==> src/design/sfir_pkg.sv <==
// Shared types and constants of the state feedback integral regulator.
// No dependencies; every other design file refers to it by scoped names.
`default_nettype none

package sfir_pkg;

	// register map, index = paddr[4:2]
	typedef enum logic [2:0] {
		REG_GAIN_CURRENT  = 3'd0,
		REG_GAIN_VOLTAGE  = 3'd1,
		REG_GAIN_INTEGRAL = 3'd2,
		REG_VOLTAGE_TGT   = 3'd3,
		REG_INTEG_STEP    = 3'd4
	} reg_idx_t;

	localparam int unsigned ADDR_W = 5;

	localparam logic signed [31:0] RST_GAIN_CURRENT  = 32'sd55630;
	localparam logic signed [31:0] RST_GAIN_VOLTAGE  = -32'sd46462;
	localparam logic signed [31:0] RST_GAIN_INTEGRAL = -32'sd103418066;
	localparam logic signed [15:0] RST_VOLTAGE_TGT   = 16'sd1536;
	localparam logic        [31:0] RST_INTEG_STEP    = 32'd42950;

	localparam int unsigned INTEG_W = 48;
	localparam int unsigned PROD_W  = 58;
	localparam int unsigned ACC_W   = 58;
	localparam int unsigned DUTY_W  = 17;

	// 1.0 in the Q.28 feedback sum
	localparam logic signed [ACC_W-1:0] ONE_Q28 = 58'sd268435456;
	localparam logic [29:0] DUTY_RND = 30'd2048;

	typedef struct packed {
		logic signed [31:0] gain_current;
		logic signed [31:0] gain_voltage;
		logic signed [31:0] gain_integral;
		logic signed [15:0] voltage_target;
		logic        [31:0] integration_step;
	} cfg_t;

	typedef enum logic [2:0] {
		ST_IDLE,
		ST_MERR,
		ST_INTEG,
		ST_MVOL,
		ST_MHI,
		ST_MLO,
		ST_SUM,
		ST_FIN
	} state_t;

	typedef enum logic [2:0] {
		MUL_ERR,
		MUL_CUR,
		MUL_VOL,
		MUL_HI,
		MUL_LO
	} mul_sel_t;

	typedef enum logic [1:0] {
		ACC_HOLD,
		ACC_LOAD,
		ACC_ADD,
		ACC_ADD_SHR
	} acc_op_t;

	typedef struct packed {
		logic     capture;
		mul_sel_t mul_sel;
		acc_op_t  acc_op;
		logic     integ_upd;
		logic     out_load;
	} cmd_t;

	typedef struct packed {
		logic out_full;
		logic out_take;
	} status_t;

endpackage

`default_nettype wire

==> src/design/sfir_regs.sv <==
// Configuration register file behind the APB-style port.
// Depends on sfir_pkg for the register map, reset values and cfg_t.
`default_nettype none

module sfir_regs (
	input  wire                         clk,
	input  wire                         arst_n,
	input  wire                         psel,
	input  wire                         penable,
	input  wire                         pwrite,
	input  wire  [sfir_pkg::ADDR_W-1:0] paddr,
	input  wire  [31:0]                 pwdata,
	output logic [31:0]                 prdata,
	output logic                        pready,
	output sfir_pkg::cfg_t              cfg
);

	sfir_pkg::cfg_t    cfg_q;
	sfir_pkg::reg_idx_t idx;
	logic              wr_en;

	assign idx    = sfir_pkg::reg_idx_t'(paddr[4:2]);
	assign pready = 1'b1;
	assign wr_en  = psel && penable && pwrite;
	assign cfg    = cfg_q;

	always_ff @(posedge clk or negedge arst_n) begin
		if (!arst_n) begin
			cfg_q.gain_current     <= sfir_pkg::RST_GAIN_CURRENT;
			cfg_q.gain_voltage     <= sfir_pkg::RST_GAIN_VOLTAGE;
			cfg_q.gain_integral    <= sfir_pkg::RST_GAIN_INTEGRAL;
			cfg_q.voltage_target   <= sfir_pkg::RST_VOLTAGE_TGT;
			cfg_q.integration_step <= sfir_pkg::RST_INTEG_STEP;
		end else if (wr_en) begin
			unique case (idx)
				sfir_pkg::REG_GAIN_CURRENT:  cfg_q.gain_current     <= pwdata;
				sfir_pkg::REG_GAIN_VOLTAGE:  cfg_q.gain_voltage     <= pwdata;
				sfir_pkg::REG_GAIN_INTEGRAL: cfg_q.gain_integral    <= pwdata;
				sfir_pkg::REG_VOLTAGE_TGT:   cfg_q.voltage_target   <= pwdata[15:0];
				sfir_pkg::REG_INTEG_STEP:    cfg_q.integration_step <= pwdata;
				default: ;	// drop writes outside the map
			endcase
		end
	end

	always_comb begin
		unique case (idx)
			sfir_pkg::REG_GAIN_CURRENT:  prdata = cfg_q.gain_current;
			sfir_pkg::REG_GAIN_VOLTAGE:  prdata = cfg_q.gain_voltage;
			sfir_pkg::REG_GAIN_INTEGRAL: prdata = cfg_q.gain_integral;
			sfir_pkg::REG_VOLTAGE_TGT:   prdata = {16'd0, cfg_q.voltage_target};
			sfir_pkg::REG_INTEG_STEP:    prdata = cfg_q.integration_step;
			default:                     prdata = 32'd0;
		endcase
	end

endmodule

`default_nettype wire

==> src/design/sfir_dp.sv <==
// Datapath: shared multiplier, integrator, feedback accumulator, output register.
// Depends on sfir_pkg; driven by commands from sfir_ctrl.
`default_nettype none

module sfir_dp (
	input  wire                          clk,
	input  wire                          arst_n,
	input  sfir_pkg::cfg_t               cfg,
	input  sfir_pkg::cmd_t               cmd,
	output sfir_pkg::status_t            status,
	input  wire  signed [15:0]           coil_current,
	input  wire  signed [15:0]           output_voltage,
	output logic [sfir_pkg::DUTY_W-1:0]  duty,
	output logic                         clamped,
	output logic                         out_valid,
	input  wire                          out_ready
);

	localparam int unsigned IW = sfir_pkg::INTEG_W;
	localparam int unsigned PW = sfir_pkg::PROD_W;
	localparam int unsigned AW = sfir_pkg::ACC_W;

	logic signed [15:0]    cur_q;
	logic signed [15:0]    vol_q;
	logic signed [16:0]    err_q;
	logic signed [IW-1:0]  integ_q;
	logic signed [PW-1:0]  prod_q;
	logic signed [AW-1:0]  acc_q;
	logic [sfir_pkg::DUTY_W-1:0] duty_q;
	logic                  flag_q;
	logic                  out_valid_q;

	logic signed [32:0]    mul_a;
	logic signed [32:0]    mul_b;
	logic signed [65:0]    mul_p;
	logic signed [49:0]    inc_rnd;
	logic signed [41:0]    inc;
	logic signed [IW:0]    integ_sum;
	logic signed [IW-1:0]  integ_sat;
	logic signed [AW-1:0]  s_val;
	logic [29:0]           rnd;
	logic [sfir_pkg::DUTY_W-1:0] duty_d;
	logic                  flag_d;

	// operand select for the shared multiplier
	always_comb begin
		unique case (cmd.mul_sel)
			sfir_pkg::MUL_ERR: begin
				mul_a = 33'(err_q);
				mul_b = $signed({1'b0, cfg.integration_step});
			end
			sfir_pkg::MUL_CUR: begin
				mul_a = 33'(cfg.gain_current);
				mul_b = 33'(cur_q);
			end
			sfir_pkg::MUL_VOL: begin
				mul_a = 33'(cfg.gain_voltage);
				mul_b = 33'(vol_q);
			end
			sfir_pkg::MUL_HI: begin
				mul_a = 33'(cfg.gain_integral);
				mul_b = 33'($signed(integ_q[IW-1:24]));
			end
			sfir_pkg::MUL_LO: begin
				mul_a = 33'(cfg.gain_integral);
				mul_b = $signed({9'd0, integ_q[23:0]});
			end
			default: begin
				mul_a = '0;
				mul_b = '0;
			end
		endcase
	end

	assign mul_p = mul_a * mul_b;

	// round the Q18.32 increment to Q.24, ties toward +inf, then saturate
	assign inc_rnd   = prod_q[49:0] + 50'sd128;
	assign inc       = inc_rnd[49:8];
	assign integ_sum = (IW+1)'(integ_q) + (IW+1)'(inc);

	always_comb begin
		if (integ_sum[IW] != integ_sum[IW-1])
			integ_sat = integ_sum[IW] ? {1'b1, {(IW-1){1'b0}}} : {1'b0, {(IW-1){1'b1}}};
		else
			integ_sat = integ_sum[IW-1:0];
	end

	// duty from the negated sum
	assign s_val = -acc_q;
	assign rnd   = {1'b0, s_val[28:0]} + sfir_pkg::DUTY_RND;

	always_comb begin
		priority if (s_val > sfir_pkg::ONE_Q28) begin
			duty_d = 17'd65536;
			flag_d = 1'b1;
		end else if (s_val[AW-1]) begin
			duty_d = 17'd0;
			flag_d = 1'b1;
		end else begin
			duty_d = rnd[28:12];
			flag_d = 1'b0;
		end
	end

	always_ff @(posedge clk) begin
		if (cmd.capture) begin
			cur_q <= coil_current;
			vol_q <= output_voltage;
			err_q <= 17'(cfg.voltage_target) - 17'(output_voltage);
		end
		prod_q <= mul_p[PW-1:0];
		unique case (cmd.acc_op)
			sfir_pkg::ACC_HOLD:    acc_q <= acc_q;
			sfir_pkg::ACC_LOAD:    acc_q <= prod_q;
			sfir_pkg::ACC_ADD:     acc_q <= acc_q + prod_q;
			sfir_pkg::ACC_ADD_SHR: acc_q <= acc_q + (prod_q >>> 24);
			default:               acc_q <= acc_q;
		endcase
		if (cmd.out_load) begin
			duty_q <= duty_d;
			flag_q <= flag_d;
		end
	end

	always_ff @(posedge clk or negedge arst_n) begin
		if (!arst_n) begin
			integ_q     <= '0;
			out_valid_q <= 1'b0;
		end else begin
			if (cmd.integ_upd)
				integ_q <= integ_sat;
			if (cmd.out_load)
				out_valid_q <= 1'b1;
			else if (out_ready)
				out_valid_q <= 1'b0;
		end
	end

	assign duty            = duty_q;
	assign clamped         = flag_q;
	assign out_valid       = out_valid_q;
	assign status.out_full = out_valid_q;
	assign status.out_take = out_ready;

	a_clamp_ends: assert property (@(posedge clk) disable iff (!arst_n)
		out_valid_q && flag_q |-> duty_q == 17'd0 || duty_q == 17'd65536)
		else $error("clamped result with duty off the rails");

	a_duty_range: assert property (@(posedge clk) disable iff (!arst_n)
		out_valid_q |-> duty_q <= 17'd65536)
		else $error("duty above 1.0");

endmodule

`default_nettype wire

==> src/design/sfir_ctrl.sv <==
// Controller: steps one sample through the shared multiplier sequence.
// Depends on sfir_pkg for state, command and status types.
`default_nettype none

module sfir_ctrl (
	input  wire                clk,
	input  wire                arst_n,
	input  wire                in_valid,
	output logic               in_ready,
	input  sfir_pkg::status_t  status,
	output sfir_pkg::cmd_t     cmd
);

	sfir_pkg::state_t state_q;
	sfir_pkg::state_t state_d;
	logic             out_free;

	assign out_free = !status.out_full || status.out_take;
	assign in_ready = (state_q == sfir_pkg::ST_IDLE);

	always_ff @(posedge clk or negedge arst_n) begin
		if (!arst_n)
			state_q <= sfir_pkg::ST_IDLE;
		else
			state_q <= state_d;
	end

	always_comb begin
		unique case (state_q)
			sfir_pkg::ST_IDLE:  state_d = in_valid ? sfir_pkg::ST_MERR : sfir_pkg::ST_IDLE;
			sfir_pkg::ST_MERR:  state_d = sfir_pkg::ST_INTEG;
			sfir_pkg::ST_INTEG: state_d = sfir_pkg::ST_MVOL;
			sfir_pkg::ST_MVOL:  state_d = sfir_pkg::ST_MHI;
			sfir_pkg::ST_MHI:   state_d = sfir_pkg::ST_MLO;
			sfir_pkg::ST_MLO:   state_d = sfir_pkg::ST_SUM;
			sfir_pkg::ST_SUM:   state_d = sfir_pkg::ST_FIN;
			sfir_pkg::ST_FIN:   state_d = out_free ? sfir_pkg::ST_IDLE : sfir_pkg::ST_FIN;
			default:            state_d = sfir_pkg::ST_IDLE;
		endcase
	end

	always_comb begin
		cmd.capture   = 1'b0;
		cmd.mul_sel   = sfir_pkg::MUL_ERR;
		cmd.acc_op    = sfir_pkg::ACC_HOLD;
		cmd.integ_upd = 1'b0;
		cmd.out_load  = 1'b0;
		unique case (state_q)
			sfir_pkg::ST_IDLE:  cmd.capture = in_valid;
			sfir_pkg::ST_MERR:  cmd.mul_sel = sfir_pkg::MUL_ERR;
			sfir_pkg::ST_INTEG: begin
				cmd.mul_sel   = sfir_pkg::MUL_CUR;
				cmd.integ_upd = 1'b1;
			end
			sfir_pkg::ST_MVOL: begin
				cmd.mul_sel = sfir_pkg::MUL_VOL;
				cmd.acc_op  = sfir_pkg::ACC_LOAD;
			end
			sfir_pkg::ST_MHI: begin
				cmd.mul_sel = sfir_pkg::MUL_HI;
				cmd.acc_op  = sfir_pkg::ACC_ADD;
			end
			sfir_pkg::ST_MLO: begin
				cmd.mul_sel = sfir_pkg::MUL_LO;
				cmd.acc_op  = sfir_pkg::ACC_ADD;
			end
			sfir_pkg::ST_SUM:   cmd.acc_op = sfir_pkg::ACC_ADD_SHR;
			sfir_pkg::ST_FIN:   cmd.out_load = out_free;
			default: ;
		endcase
	end

	a_accept_starts: assert property (@(posedge clk) disable iff (!arst_n)
		in_valid && in_ready |=> state_q == sfir_pkg::ST_MERR)
		else $error("accepted sample did not start the sequence");

	a_load_free: assert property (@(posedge clk) disable iff (!arst_n)
		cmd.out_load |-> !status.out_full || status.out_take)
		else $error("output register overwritten before transfer");

	a_integ_once: assert property (@(posedge clk) disable iff (!arst_n)
		cmd.integ_upd |=> !cmd.integ_upd)
		else $error("integrator updated twice for one sample");

endmodule

`default_nettype wire

==> src/design/state_feedback_integral_regulator.sv <==
// Top level of the state feedback regulator with integral action.
// Instantiates sfir_regs, sfir_ctrl and sfir_dp; types come from sfir_pkg.
//
// Channel   Direction  Handshake                  Payload
// s_*       in         s_tvalid / s_tready        tdata: coil_current, output_voltage
// m_*       out        m_tvalid / m_tready        tdata: duty; tuser: clamped
// APB       in/out     psel, penable, pready = 1  five config registers at 4*i
//
// Each item steps through accept, then five products through one shared
// 33x33 multiplier (error*step, then the three gains times current, voltage
// and the two halves of the integral), one final shift-add and the output load.
// The result waits in an output register; the next sample is accepted as soon
// as the sequence returns to idle, even if that result is still untaken.
// A stalled m_tready holds the final state until the output register is free.
// Reset clears the integral and the handshake state; no clearing pass needed.
`default_nettype none

module state_feedback_integral_regulator (
	input  wire         clk,
	input  wire         arst_n,
	// slave stream
	input  wire         s_tvalid,
	output logic        s_tready,
	input  wire  [31:0] s_tdata,	// [15:0] coil_current, [31:16] output_voltage
	// master stream
	output logic        m_tvalid,
	input  wire         m_tready,
	output logic [23:0] m_tdata,	// [16:0] duty, [23:17] zero
	output logic [0:0]  m_tuser,	// [0] clamped
	// configuration
	input  wire         psel,
	input  wire         penable,
	input  wire         pwrite,
	input  wire  [sfir_pkg::ADDR_W-1:0] paddr,
	input  wire  [31:0] pwdata,
	output logic [31:0] prdata,
	output logic        pready
);

	sfir_pkg::cfg_t    cfg;
	sfir_pkg::cmd_t    cmd;
	sfir_pkg::status_t status;
	logic [sfir_pkg::DUTY_W-1:0] duty;
	logic                        clamped;

	sfir_regs u_regs (
		.clk     (clk),
		.arst_n  (arst_n),
		.psel    (psel),
		.penable (penable),
		.pwrite  (pwrite),
		.paddr   (paddr),
		.pwdata  (pwdata),
		.prdata  (prdata),
		.pready  (pready),
		.cfg     (cfg)
	);

	// sequence one sample at a time
	sfir_ctrl u_ctrl (
		.clk      (clk),
		.arst_n   (arst_n),
		.in_valid (s_tvalid),
		.in_ready (s_tready),
		.status   (status),
		.cmd      (cmd)
	);

	sfir_dp u_dp (
		.clk            (clk),
		.arst_n         (arst_n),
		.cfg            (cfg),
		.cmd            (cmd),
		.status         (status),
		.coil_current   ($signed(s_tdata[15:0])),
		.output_voltage ($signed(s_tdata[31:16])),
		.duty           (duty),
		.clamped        (clamped),
		.out_valid      (m_tvalid),
		.out_ready      (m_tready)
	);

	// pad duty out to whole bytes
	assign m_tdata = {7'd0, duty};
	assign m_tuser = clamped;

endmodule

`default_nettype wire
==> config.mk <==
export PLATFORM = sky130hd
export DESIGN_NAME = state_feedback_integral_regulator
export DESIGN_NICKNAME = d
export VERILOG_FILES = /design/src/design/sfir_pkg.sv /design/src/design/sfir_regs.sv /design/src/design/sfir_dp.sv /design/src/design/sfir_ctrl.sv /design/src/design/state_feedback_integral_regulator.sv
export SDC_FILE = /design/constraint.sdc
export NUM_CORES = 2
export LEC_CHECK = 0
export CORE_MARGIN = 2
export CORE_UTILIZATION = 45
export CTS_BUF_LIST = sky130_fd_sc_hd__clkbuf_8
export DETAILED_ROUTE_END_ITERATION = 8
export DONT_BUFFER_PORTS = 1
export PLACE_DENSITY = 0.64
export RECOVER_POWER = 100
export REMOVE_ABC_BUFFERS = 1
export SLEW_MARGIN = 5
export SYNTH_ARGS = -nofsm -noshare
export SYNTH_HDL_FRONTEND = slang
export SYNTH_SLANG_ARGS = --single-unit
==> constraint.sdc <==
create_clock -name clk -period 23.8 [get_ports clk]
set_clock_uncertainty 0.2 [all_clocks]
set_input_delay 4.76 -clock clk [delete_from_list [all_inputs] [get_ports clk]]
set_output_delay 4.76 -clock clk [all_outputs]
set_load 0.03 [all_outputs]
# Word level (Yosys, flattened, before mapping)
# Index checks and enable logic that the tools add are counted.
[totals]
input_bits = 76
output_inout_bits = 60
wordCells = 79
regBits = 379
[op_classes]
magnitude_cmp = 1
add_sub_neg = 7
mul = 1
mux = 18
reduce_logical = 17
n_eq_ne = 19
[ops]
columns = ["op", "count"]
rows = [
  ["$pmux 58 s3", 1],
  ["$pmux 33 s5", 1],
  ["$pmux 32 s5", 1],
  ["$pmux 33 s4", 1],
  ["$mux 48", 2],
  ["$add 58x34->58", 1],
  ["$add 58x58->58", 1],
  ["$gt 58x30->1 const B", 1],
  ["$mul 33x33->58", 1],
  ["$neg 58->58", 1],
  ["$add 50x8->50 const B", 1],
  ["$add 48x42->49", 1],
  ["$add 29x12->29 const B", 1],
  ["$pmux 3 s8", 1],
  ["$eq 3x2->1 const B", 6],
  ["$eq 3x3->1 const B", 6],
  ["$mux 17", 1],
  ["$sub 16x16->17", 1],
  ["$pmux 3 s4", 1],
  ["$reduce_and 2->1", 5],
  ["$eq 3x1->1 const B", 3],
  ["$logic_not 3->1", 3],
  ["$mux 1", 7],
  ["$pmux 2 s3", 1],
  ["other kinds (10)", 14],
]

# Depth between registers and ports, before layout
[logic_depth]
word_depth = 6
ltp_mapped = 39
depth_no_buf = 33

# By module
# A second synthesis with hierarchy kept.
[hier_totals]
cells_unflattened = 6360
hier_area_um2 = 58964.1
[modules_own_cells]
columns = ["mod", "cells_per_inst", "area_per_inst_um2", "instances", "seq_area_each_um2"]
rows = [
  ["sfir_dp", 5870, 52245.1, 1, 6140.9],
  ["sfir_regs", 454, 6413.7, 1, 3682.3],
  ["sfir_ctrl", 28, 249.0, 1, 75.1],
  ["state_feedback_integral_regulator", 8, 56.3, 1, 0.0],
]

# Worst setup path after synthesis
# OpenSTA, ideal clock, no wires.
[synth_path]
path_kind = "input to output"
startpoint = "input paddr[3] in the netlist's numbering"
endpoint = "output prdata[21]"
arrival_time_ps = 6334
n_path_buf = 2
path_stages = 5
required_ps = 18840
setup_slack_ps = 12506
cell_sequence = "clkbuf_1 -> nor3b_1 -> clkbuf_1 -> a22o_1 -> a221o_1"
[synth_between]
elab_chain_cells = 2
elab_cells_between_ends = 6
classes_between = "eq/ne (4); mux (1); reduce/logical (1)"
[synth_lines]
columns = ["element", "line_no", "text"]
rows = [
  ["from (decl)", "state_feedback_integral_regulator.sv:34", "input wire [sfir_pkg::ADDR_W-1:0] paddr,"],
  ["$eq 3x3->1 (tied with other cells)", "sfir_regs.sv:47", "unique case (idx)"],
  ["$pmux 32 s5 *", "sfir_regs.sv:47", ""],
  ["to (decl)", "state_feedback_integral_regulator.sv:36", "output logic [31:0] prdata,"],
]
# Mark *: on every way between the ends. The rest lies on a longest branch, timed or not.

# Worst setup path after layout
[layout_path]
startpoint = "register u_ctrl.state_q[0]"
endpoint = "register u_dp.prod_q[57]"
[layout_between]
elab_chain_cells = 6
elab_cells_between_ends = 14
classes_between = "mul (1); eq/ne (8); mux (3); reduce/logical (2)"
[layout_lines]
columns = ["element", "line_no", "text"]
rows = [
  ["from (decl)", "sfir_ctrl.sv:14", "sfir_pkg::state_t state_q;"],
  ["from (signal assigned)", "sfir_ctrl.sv:23", "state_q <= sfir_pkg::ST_IDLE;"],
  ["from (signal assigned)", "sfir_ctrl.sv:25", "state_q <= state_d;"],
  ["$eq 3x3->1 or $eq 3x2->1 (tied branches)", "sfir_ctrl.sv:48", "unique case (state_q)"],
  ["$pmux 3 s4 *", "sfir_ctrl.sv:48", ""],
  ["$eq 3x2->1 or $eq 3x3->1 (tied branches)", "sfir_dp.sv:47", "unique case (cmd.mul_sel)"],
  ["$reduce_or 2->1 (no line)", "--", ""],
  ["$pmux 33 s4", "sfir_dp.sv:47", ""],
  ["$mul 33x33->58 *", "sfir_dp.sv:75", "assign mul_p = mul_a * mul_b;"],
  ["net u_dp.mul_p[57]", "sfir_dp.sv:35", "logic signed [65:0] mul_p;"],
  ["to (signal assigned)", "sfir_dp.sv:112", "prod_q <= mul_p[PW-1:0];"],
  ["to (decl)", "sfir_dp.sv:27", "logic signed [PW-1:0] prod_q;"],
]
# The timed path passes the listed nets; every way through them passes the cells marked *.
# A chain may end at the register's enable or synchronous reset.

==> impl_metrics.prom <==
# TYPE chip_impl_metric gauge
chip_impl_metric{name="antenna_violations_before_repair",unit=""} 6
chip_impl_metric{name="worstPathArrival",unit="ns"} 14.63
chip_impl_metric{name="post_synth.cell_area_avg",unit="um2"} 9.04
chip_impl_metric{name="drt_iter0_drc",unit=""} 4038
chip_impl_metric{name="critPathRequiredTime",unit="ns"} 24.16
chip_impl_metric{name="clk_transition_reported_paths",unit="ns"} 0.07
chip_impl_info{name="timing.critical_path.slowest_stage_cell",value="sky130_fd_sc_hd__dfrtp_1"} 1
chip_impl_metric{name="netlist_instances",unit=""} 6529
chip_impl_info{name="setup.worst_path.class",value="register to register"} 1
chip_impl_info{name="hold_start",value="u_dp.integ_q[27]"} 1
chip_impl_info{name="cts_tree",value="yes"} 1
chip_impl_metric{name="final_antenna_net_count",unit=""} 0
chip_impl_info{name="r2r_start",value="u_ctrl.state_q[0]"} 1
chip_impl_metric{name="detail_route.wl_per_cell",unit="um"} 22.9
chip_impl_metric{name="cts.repair_timing.setup_buffer_count",unit=""} 0
chip_impl_metric{name="finalWirelength",unit="um"} 187000
chip_impl_info{name="cp-end-kind",value="register"} 1
chip_impl_metric{name="design.core.area",unit="um2"} 130000
chip_impl_metric{name="regToRegSetupSlack",unit="ns"} 9.52
chip_impl_metric{name="yosysTopAreaCellShare",unit="%"} 35.0
chip_impl_info{name="synth.largest_area_cell",value="sky130_fd_sc_hd__fa_1"} 1
chip_impl_metric{name="seq_area_frac_synth",unit="%"} 16.8
chip_impl_metric{name="syn-cell-area",unit="um2"} 59000
chip_impl_metric{name="dp_hpwl",unit="um"} 144000
chip_impl_info{name="critical-path-top-delay-family",value="adder cells"} 1
chip_impl_metric{name="design_area",unit="um2"} 62300
chip_impl_metric{name="worst_hold_path.num_cells",unit=""} 2
chip_impl_metric{name="crit_fanout",unit=""} 38
chip_impl_metric{name="grt_start_max_net_pins",unit=""} 197
chip_impl_info{name="type_of_element_launching_the_critical_path",value="register"} 1
chip_impl_info{name="synth_flop_cell",value="sky130_fd_sc_hd__dfrtp_1"} 1
chip_impl_info{name="violated_checks",value="capacitance limit, slew limit"} 1
chip_impl_metric{name="clock.fmax",unit="MHz"} 70.0
chip_impl_metric{name="dp_cells",unit=""} 8059
chip_impl_metric{name="postSynth.asyncResetShare",unit="%"} 51.7
chip_impl_metric{name="grt_first_pass_wirelength",unit="um"} 290000
chip_impl_metric{name="floorplan.initialDensity",unit="%"} 45.5
chip_impl_metric{name="count_of_flip_flops_with_a_built_in_enable_after_synthesis",unit=""} 125
chip_impl_metric{name="final_net_count",unit=""} 7820
chip_impl_metric{name="post_drt_via_cell_ratio",unit=""} 5.70
chip_impl_metric{name="clock_latency",unit="ns"} 0.73
chip_impl_metric{name="ys_ff_latch",unit=""} 379
chip_impl_metric{name="grt_pass1_vias",unit=""} 48400
chip_impl_metric{name="timing.final.max_slew_violations",unit=""} 559
chip_impl_metric{name="ctsHtreeMaxLevel",unit=""} 3
chip_impl_metric{name="gp_congestion",unit=""} 0.957
chip_impl_metric{name="cts-buffers-inserted",unit=""} 70
chip_impl_metric{name="final-instance-count-excl-fill",unit=""} 8187
chip_impl_metric{name="area_delta_synth_final",unit="%"} 5.52
chip_impl_info{name="rsz_0062_raised_after_global_routing",value="false"} 1
chip_impl_metric{name="report.final.hold_viol_count",unit=""} 0
chip_impl_metric{name="max-slew-margin-rel",unit="%"} -209
chip_impl_metric{name="num-fill-cells",unit=""} 12400
chip_impl_metric{name="boundaryPins",unit=""} 136
chip_impl_metric{name="ctsResizeCount",unit=""} 0
chip_impl_metric{name="die_h",unit="um"} 366
chip_impl_metric{name="yosys_warnings",unit=""} 0
chip_impl_metric{name="path_buf_inv",unit=""} 7
chip_impl_metric{name="place_area",unit="um2"} 61000
chip_impl_metric{name="floorplan.rows",unit=""} 132
chip_impl_metric{name="drt_drc_violations_left",unit=""} 0
chip_impl_metric{name="report.final.setup_viol",unit=""} 0
chip_impl_info{name="synthTopCellsByArea",value="sky130_fd_sc_hd__fa_1 (35%), sky130_fd_sc_hd__nand2_1 (7.0%), sky130_fd_sc_hd__ha_1 (6.8%)"} 1
chip_impl_metric{name="min_period_over_period",unit="%"} 60.0
chip_impl_info{name="outcome",value="finished, violations left"} 1
chip_impl_metric{name="die_area",unit="um2"} 134000
chip_impl_metric{name="yosysUniqueCellTypes",unit=""} 85
chip_impl_info{name="endpoint_with_the_worst_hold_slack",value="u_dp.integ_q[27]"} 1
chip_impl_metric{name="post-route-min-period",unit="ns"} 14.28
chip_impl_metric{name="portBuffers",unit=""} 0
chip_impl_info{name="cts_root_buffer",value="sky130_fd_sc_hd__clkbuf_8"} 1
chip_impl_metric{name="num_vias",unit=""} 46600
chip_impl_metric{name="drv.max_cap_violation_count",unit=""} 13
chip_impl_metric{name="grt_remaining_overflow",unit=""} 0
chip_impl_metric{name="clock_sinks",unit=""} 379
chip_impl_metric{name="drtPass1Iterations",unit=""} 6
chip_impl_metric{name="horiz_die_dim",unit="um"} 366
chip_impl_metric{name="post_route_setup_tns",unit="ns"} 0
chip_impl_metric{name="stage_delay_of_the_slowest_cell_on_the_critical_path",unit="ns"} 1.72
chip_impl_metric{name="worst_r2r_path_depth",unit=""} 33
chip_impl_info{name="reg2reg_to",value="u_dp.prod_q[57]"} 1
chip_impl_info{name="hold_path_class",value="register to register"} 1
chip_impl_metric{name="max-clock-path-buffers",unit=""} 3
chip_impl_metric{name="worst-slew-pin-transition",unit="ns"} 4.64
chip_impl_info{name="worst_path_most_repeated_cell",value="sky130_fd_sc_hd__fa_1"} 1
chip_impl_metric{name="cts-hold-fix-buffers",unit=""} 0
chip_impl_metric{name="track_usage",unit="%"} 28.2
chip_impl_metric{name="drive_above_1_share",unit="%"} 7.59
## synth_stat cells (125+ instances only)
master                     count
sky130_fd_sc_hd__a21oi_1     243
sky130_fd_sc_hd__clkbuf_1    292
sky130_fd_sc_hd__dfrtp_1     133
sky130_fd_sc_hd__edfxtp_1    125
sky130_fd_sc_hd__fa_1       1032
sky130_fd_sc_hd__ha_1        323
sky130_fd_sc_hd__inv_1      1066
sky130_fd_sc_hd__mux2_2      165
sky130_fd_sc_hd__nand2_1    1101
sky130_fd_sc_hd__nor2_1      507
sky130_fd_sc_hd__o21ai_0     241
sky130_fd_sc_hd__xnor2_1     162
## worst register-to-register path, delay by kind of cell (launching register included)
| kind | cells | cell delay [ns] |
|---|---|---|
| flops | 1 | 1.72 |
| compound gates | 11 | 2.07 |
| fa+ha+maj | 9 | 4.85 |
| simple gates | 6 | 2.73 |
| buf+inv | 7 | 2.59 |
## flip-flops by register name (all words and copies together) (netlist names)
register / flops
u_dp.cur_q: 16
u_dp.acc_q: 58
u_dp.prod_q: 58
u_dp.out_valid: 1
u_ctrl.state_q: 3
u_dp.duty: 17
u_dp.vol_q: 16
u_regs.cfg: 144
u_dp.clamped: 1
u_dp.err_q: 17
u_dp.integ_q: 48
## cell usage in the layout, fill, tap and decap left out, types with 21 or more instances in the layout
cell | synthesis | routed
sky130_fd_sc_hd__nand2_1 | 1101 | 1100
sky130_fd_sc_hd__inv_1 | 1066 | 1087
sky130_fd_sc_hd__fa_1 | 1032 | 1032
sky130_fd_sc_hd__nor2_1 | 507 | 503
sky130_fd_sc_hd__ha_1 | 323 | 323
sky130_fd_sc_hd__a21oi_1 | 243 | 242
sky130_fd_sc_hd__o21ai_0 | 241 | 238
sky130_fd_sc_hd__mux2_2 | 165 | 164
sky130_fd_sc_hd__xnor2_1 | 162 | 160
sky130_fd_sc_hd__dfrtp_1 | 133 | 133
sky130_fd_sc_hd__edfxtp_1 | 125 | 125
sky130_fd_sc_hd__a21o_1 | 110 | 110
sky130_fd_sc_hd__buf_4 | 8 | 101
sky130_fd_sc_hd__clkbuf_8 | 0 | 87
sky130_fd_sc_hd__xor2_1 | 78 | 77
sky130_fd_sc_hd__mux2i_1 | 69 | 69
sky130_fd_sc_hd__dfstp_2 | 63 | 63
sky130_fd_sc_hd__nand3_1 | 59 | 59
sky130_fd_sc_hd__dfxtp_1 | 58 | 58
sky130_fd_sc_hd__o21a_1 | 45 | 44
sky130_fd_sc_hd__a22oi_1 | 43 | 43
sky130_fd_sc_hd__nor3_1 | 41 | 41
sky130_fd_sc_hd__nand4_1 | 40 | 40
sky130_fd_sc_hd__nor2b_1 | 34 | 32
sky130_fd_sc_hd__and2_1 | 40 | 26
sky130_fd_sc_hd__a221o_1 | 25 | 24
sky130_fd_sc_hd__nand2b_1 | 25 | 22
sky130_fd_sc_hd__o22ai_1 | 21 | 21
sky130_fd_sc_hd__and3_1 | 21 | 21
## layout make-up
| class | count | area, um2 | share of cell area [%] |
|---|---|---|---|
| multi-input cells | 4754 | 44000 | 70.6 |
| flip-flops and latches | 379 | 9900 | 15.9 |
| inverters | 1067 | 4010 | 6.43 |
| well taps | 1742 | 2180 | 3.50 |
| clock buffers | 87 | 1200 | 1.92 |
| repair buffers | 117 | 818 | 1.31 |
| clock inverters | 40 | 181 | 0.291 |
| diodes | 1 | 2.50 | 0.00402 |
## stage by stage
stage	utilization, %	worst slack, ns	hold WS (ns)
after CTS	48.1	11.78	0.319
final	48.0	9.52	0.316
after floorplan	-	11.64	0.274
after global placement	47.0	11.82	0.296
after detailed placement	47.0	11.81	0.304
after global routing	48.0	9.08	0.343
## per-layer routing
metal / up-vias / GRT usage, % / share of wire [%]
li1: 20400 / - / -
met5: - / 0 / 0.0064
met1: 23500 / 37.9 / 41
met2: 2233 / 43.8 / 44
met3: 458 / 6.58 / 10
met4: 2 / 11.9 / 4.8
## worst max-delay path by stage
stage | start | to | depth (start not counted)
floorplan | u_ctrl.state_q[0] | u_dp.prod_q[56] | 27
CTS | paddr[3] | prdata[21] | 3
global route | u_ctrl.state_q[0] | u_dp.prod_q[57] | 33
global placement | paddr[3] | prdata[21] | 3
detailed placement | paddr[3] | prdata[21] | 3
finish | u_ctrl.state_q[0] | u_dp.prod_q[57] | 33
## cells by family (layout without fill, tap and decap cells)
logic type	count (synthesis)	count (layout)	synth area share [%]
fa+ha+maj	1364	1364	42.0
xor+xnor	240	240	3.56
flops	379	379	16.8
compound gates	962	962	10.5
buf+inv	1402	1311	8.98
simple gates	1946	1946	13.8
other cells	2	9	0.0127
mux	234	234	4.32
Power is left out: the tool's default activity adds up to more than one toggle a clock period on the data nets, which glitch-free logic cannot reach.
